### src/hdl/rlurs_pkg.sv
// Shared types and constants of the run-length undo ring stack.
// No dependencies; used by the controller, the datapath and the top level.
`timescale 1ns / 1ps

package rlurs_pkg;

   localparam int CODE_W  = 31;
   localparam int ENTRY_W = 32;

   localparam logic [1:0] OP_PUSH = 2'd0;
   localparam logic [1:0] OP_POP  = 2'd1;
   localparam logic [1:0] OP_PEEK = 2'd2;

   localparam logic CSR_MARK  = 1'b0;
   localparam logic CSR_CLEAR = 1'b1;

   localparam logic [CODE_W-1:0]         MARK_RESET = 31'd1400000000;
   localparam logic signed [ENTRY_W-1:0] RUN_LIMIT  = -32'sd1000000000;
   localparam logic signed [ENTRY_W-1:0] RUN_FIRST  = -32'sd2;

   typedef enum logic [1:0] {
      RD_BELOW1,
      RD_BELOW2,
      RD_BOTTOM,
      RD_BOTTOM_NEXT
   } rd_sel_type;

   typedef enum logic [1:0] {
      WR_CODE_AT_TOP,
      WR_RUN_AT_TOP,
      WR_DEC_BELOW1,
      WR_INC_BELOW1
   } wr_sel_type;

   typedef struct packed {
      logic       accept;
      logic       rd_en;
      rd_sel_type rd_sel;
      logic       wr_en;
      wr_sel_type wr_sel;
      logic       cap_v1;
      logic       top_inc;
      logic       top_to_below1;
      logic       bottom_inc;
      logic       idx_clear;
      logic       res_code;
      logic       res_empty;
      logic       emit;
   } cmd_type;

   typedef struct packed {
      logic [1:0] op;
      logic       top_eq_bottom;
      logic       push_guard;
      logic       below1_eq_bottom;
      logic       rd_neg;
      logic       rd_eq_code;
      logic       rd_ge_mark;
      logic       code_ge_mark;
      logic       v1_gt_limit;
      logic       v1_is_first;
      logic       near_bottom;
      logic       next_bottom_eq_top;
      logic       out_free;
   } status_type;

endpackage

### src/hdl/rlurs_ctrl.sv
// Controller state machine of the run-length undo ring stack.
// Depends on rlurs_pkg; drives the datapath through cmd_type and reads status_type.
`timescale 1ns / 1ps

module rlurs_ctrl
   import rlurs_pkg::*;
(
   input  logic       clock,
   input  logic       reset,
   input  logic       req_tvalid,
   output logic       req_tready,
   input  status_type status,
   output cmd_type    cmd
);

   typedef enum logic [3:0] {
      S_IDLE,
      S_READ1,
      S_READ2,
      S_EVAL,
      S_PROBE,
      S_WALK,
      S_WCHK,
      S_FCHK,
      S_OUT
   } state_type;

   state_type state_ff;
   state_type state_in;

   always_ff @(posedge clock) begin
      if (reset) begin
         state_ff <= S_IDLE;
      end else begin
         state_ff <= state_in;
      end
   end

   always_comb begin
      state_in   = state_ff;
      cmd        = '0;
      req_tready = 1'b0;
      case (state_ff)
         S_IDLE: begin
            req_tready = !reset;
            if (req_tvalid && !reset) begin
               cmd.accept = 1'b1;
               state_in   = S_READ1;
            end
         end
         S_READ1: begin
            cmd.rd_en  = 1'b1;
            cmd.rd_sel = RD_BELOW1;
            case (status.op)
               OP_PUSH: begin
                  if (!status.push_guard) begin
                     cmd.wr_en   = 1'b1;
                     cmd.wr_sel  = WR_CODE_AT_TOP;
                     cmd.top_inc = 1'b1;
                     state_in    = S_PROBE;
                  end else begin
                     state_in = S_READ2;
                  end
               end
               OP_POP, OP_PEEK: begin
                  if (status.top_eq_bottom) begin
                     cmd.res_empty = 1'b1;
                     state_in      = S_OUT;
                  end else begin
                     state_in = S_READ2;
                  end
               end
               default: begin
                  state_in = S_OUT;
               end
            endcase
         end
         S_READ2: begin
            cmd.cap_v1 = 1'b1;
            cmd.rd_en  = 1'b1;
            cmd.rd_sel = RD_BELOW2;
            if (status.op == OP_PUSH) begin
               if (status.rd_neg) begin
                  state_in = S_EVAL;
               end else if (status.rd_eq_code) begin
                  if (status.code_ge_mark) begin
                     state_in = S_OUT;
                  end else begin
                     cmd.wr_en   = 1'b1;
                     cmd.wr_sel  = WR_RUN_AT_TOP;
                     cmd.top_inc = 1'b1;
                     state_in    = S_PROBE;
                  end
               end else begin
                  cmd.wr_en   = 1'b1;
                  cmd.wr_sel  = WR_CODE_AT_TOP;
                  cmd.top_inc = 1'b1;
                  state_in    = S_PROBE;
               end
            end else begin
               if (!status.rd_neg) begin
                  cmd.res_code      = 1'b1;
                  cmd.top_to_below1 = (status.op == OP_POP);
                  state_in          = S_OUT;
               end else if (status.below1_eq_bottom) begin
                  cmd.res_empty = 1'b1;
                  state_in      = S_OUT;
               end else begin
                  state_in = S_EVAL;
               end
            end
         end
         S_EVAL: begin
            if (status.op == OP_PUSH) begin
               if (status.rd_eq_code && status.v1_gt_limit) begin
                  if (!status.code_ge_mark) begin
                     cmd.wr_en  = 1'b1;
                     cmd.wr_sel = WR_DEC_BELOW1;
                  end
                  state_in = S_OUT;
               end else begin
                  cmd.wr_en   = 1'b1;
                  cmd.wr_sel  = WR_CODE_AT_TOP;
                  cmd.top_inc = 1'b1;
                  state_in    = S_PROBE;
               end
            end else begin
               cmd.res_code = 1'b1;
               if (status.op == OP_POP) begin
                  if (status.v1_is_first) begin
                     cmd.top_to_below1 = 1'b1;
                  end else begin
                     cmd.wr_en  = 1'b1;
                     cmd.wr_sel = WR_INC_BELOW1;
                  end
               end
               state_in = S_OUT;
            end
         end
         S_PROBE: begin
            if (status.near_bottom) begin
               state_in = S_WALK;
            end else if (status.top_eq_bottom) begin
               state_in = S_OUT;
            end else begin
               cmd.rd_en  = 1'b1;
               cmd.rd_sel = RD_BOTTOM;
               state_in   = S_FCHK;
            end
         end
         S_WALK: begin
            cmd.bottom_inc = 1'b1;
            if (status.next_bottom_eq_top) begin
               state_in = S_OUT;
            end else begin
               cmd.rd_en  = 1'b1;
               cmd.rd_sel = RD_BOTTOM_NEXT;
               state_in   = S_WCHK;
            end
         end
         S_WCHK: begin
            state_in = status.rd_ge_mark ? S_OUT : S_WALK;
         end
         S_FCHK: begin
            cmd.idx_clear = !status.rd_ge_mark;
            state_in      = S_OUT;
         end
         S_OUT: begin
            if (status.out_free) begin
               cmd.emit = 1'b1;
               state_in = S_IDLE;
            end
         end
         default: begin
            state_in = S_IDLE;
         end
      endcase
   end

endmodule

### config.mk
export PLATFORM = sky130hd
export DESIGN_NAME = rlurs_ctrl
export DESIGN_NICKNAME = d
export VERILOG_FILES = /design/src/hdl/rlurs_pkg.sv /design/src/hdl/rlurs_ctrl.sv
export SDC_FILE = /design/constraint.sdc
export NUM_CORES = 1
export LEC_CHECK = 0
export ABC_AREA = 1
export BUFFER_PORTS_ARGS = -buffer_cell sky130_fd_sc_hd__buf_2
export CORE_UTILIZATION = 35
export DETAILED_ROUTE_END_ITERATION = 10
export GPL_TIMING_DRIVEN = 0
export PLACE_DENSITY_LB_ADDON = 0.25
export SLEW_MARGIN = 20
export SYNTH_ARGS = -nofsm -noshare
export SYNTH_HDL_FRONTEND = slang
export SYNTH_SLANG_ARGS = --single-unit
### constraint.sdc
create_clock -name clock -period 1.4 [get_ports clock]
set_input_delay 0.28 -clock clock [delete_from_list [all_inputs] [get_ports clock]]
set_output_delay 0.28 -clock clock [all_outputs]
set_load 0.005 [all_outputs]
==> metrics.csv <==
metric,value,unit
outcome,finished with violations,
failing checks,negative setup slack,
fmax,0.631,GHz
largest net degree at the start of global routing,9,
"most common cell after layout, fill and taps aside",buf_2,
die area,2180,um^2
Final period util,1.13,
latest clock arrival within the worst-skew pair,0.22,ns
Wirelength per Cell,10.8,um
total CTS buffers,3,
setup violators final,13,
Layout area overhead,57.1,%
Finished Layout Cells,187,
Syn Std Cell Area,701,um^2
Post-Synthesis Cells,118,
placed cell area,892,um^2
Worst slew margin,0.806,
Syn Nets,139,
starting density of the core,0.389,
Sw Ratio,0.440,
critical path cell sequence,"inv_2, nand2_2, nor2_4, buf_4, nor2_1, nand2_1, buf_2",
Comb pwr share,0.598,
root buf cell,clkbuf_4,
Final #Nets,185,
Synth top area share,0.150,
Num Clock Sinks,4,
Worst EP required,1.12,ns
share of cells above drive strength 1,0.543,
"Data arrival, critical path",1.31,ns
max reg flops,4,
DIE HEIGHT,46.7,um
Final HPWL DP,1560,um
Placed Cells,175,
Residual DRC,0,
initial antenna violation count,0,
Int Pwr,402,uW
antenna-violating nets left,0,
vias per cell,4.88,
Post-Route WL,2030,um
Core Area,1800,um^2
Fin. Hold Viols,0,
slew at the pin closest to its max-slew limit,0.291,ns
CP max FO,4,
min cycle time layout,1.59,ns
Hold Slack,0.314,ns
clock buffer depth,2,
Biggest register,state_ff,
max_cap viols,0,
cts hold-fix bufs,0,
"area leader, netlist",nand2_1,
DR vias,913,
largest registers,state_ff x4,
first-pass GRT wire length,2860,um
delay of the slowest cell on the worst path,0.34,ns
CTS tree,built,
syn avg cell area,5.94,um^2
part of the power in registers,0.214,
Setup CP Type,reg -> out,
leakage,0.000624,uW
Synth cell types,27,
Clock power frac,0.188,
Pre-antenna DRT Iters,4,
Setup TNS Final,-1.42,ns
overall routing resource usage,0.177,
RePlAce Congestion,0.815,
Row Count,15,
slowest CP cell,dfxtp_2,
"top cells by area, synth","nand2_1 15%, dfxtp_1 11%, inv_1 8.6%, nor2_1 8.6%, ha_1 7.1%",
cell area after layout,1100,um^2
Sw Pwr,316,uW
pwr/cell area,652,nW/um^2
"Clk pin slew, worst setup/hold paths",0.04,ns
sequential fraction of the synthesis area,0.114,
DR iter-0 viols,11,
ant diodes,0,
number of global-route vias before repair,717,
nature of the critical path endpoint,output port,
Setup Skew,0.000587,ns
Setup WS post-layout,-0.186,ns
#FFs+latches synth,4,
CP startpoint kind,flop,
RSZ-0062 raised after global routing,true,
die width,46.7,um
IO Count,33,
IO buf count,32,
Pins Over Slew Limit,0,
Hold Crit Class,in -> reg,
synth warn,0,
most frequent cells in the layout,"31 x buf_2, 23 x nand2_1, 15 x nor2_1, 13 x inv_1, 9 x nand2_2",
peak supply drop,0.000373,V
grt ovf,0,
CTS H-Tree Depth,1,
==> power groups by stage <==
stage               Sequential, uW  Clock (uW)  Combinational [uW]
floorplan                      147           0                 233
global placement               150           0                 327
detailed placement             151           0                 332
CTS                            153         140                 391
global route                   155         147                 474
finish                         154         135                 429
==> area by class of cell <==
cell class	instances	area [um^2]
tap	25	31.3
fill	185	701
multi-input combinational	91	627
sequential	4	87.6
inverter	23	91.3
timing repair buffer	41	241
clock buffer	3	22.5
==> routing by layer <==
layer,share of wire,track usage,wire length (um)
met4,0.0074,0.0171,15
met5,0,0,0
met2,0.53,0.303,1070
met3,0.025,0.0231,51
met1,0.44,0.246,890
==> worst paths after layout <==
path,to,from,cells past startpoint,slack [ns]
setup / recovery,cmd[13],state_ff[1],7,-0.19
hold / removal,state_ff[2],reset,2,0.31
setup reg to reg,state_ff[2],state_ff[3],9,0.13
hold reg to reg,state_ff[3],state_ff[3],4,0.64
==> synthesized netlist by cell type (all sizes together) <==
cell type and instances:
dfxtp 4, nand2 36, ha 4, a31oi 2, nor3 3, inv 23, nor2 21, nor4 1
a21oi 2, nand4 3, o21ai 4, nand3 9, o32ai 1, nand3b 2, o211ai 1, o41ai 2
==> repair_timing <==
action                                  CTS  global route
endpoints found under the setup margin   13            16
buffers inserted                          7             2
pin swaps                                 8             2
endpoints found under the hold margin     0             0
gates resized for setup                  26             8
==> worst max-delay path: cells and delay by family (launching register included) <==
kind	cells	cell delay, ns
flops	1	0.34
simple gates	4	0.39
buf+inv	3	0.35
==> stage by stage <==
| step | worst slack, ns | total power, uW | util |
|---|---|---|---|
| after detailed placement | -0.247 | 483 | 0.495 |
| after CTS | -0.191 | 684 | 0.583 |
| after global placement | -0.246 | 477 | 0.495 |
| after floorplan | 0.112 | 379 | - |
| after global routing | -0.250 | 776 | 0.611 |
| final | -0.186 | 718 | 0.611 |
==> kinds of logic (layout without fill, tap and decap cells) <==
kind of cell | Yosys count | after routing | share of synthesized area
AO/OA/AOI/OAI | 12 | 12 | 0.120
adder cells (fa/ha/maj) | 4 | 4 | 0.0714
buffers and inverters | 23 | 67 | 0.123
flip-flops | 4 | 4 | 0.114
AND/OR/NAND/NOR | 75 | 75 | 0.571
Note: power is estimated with default switching activity, not from simulation.
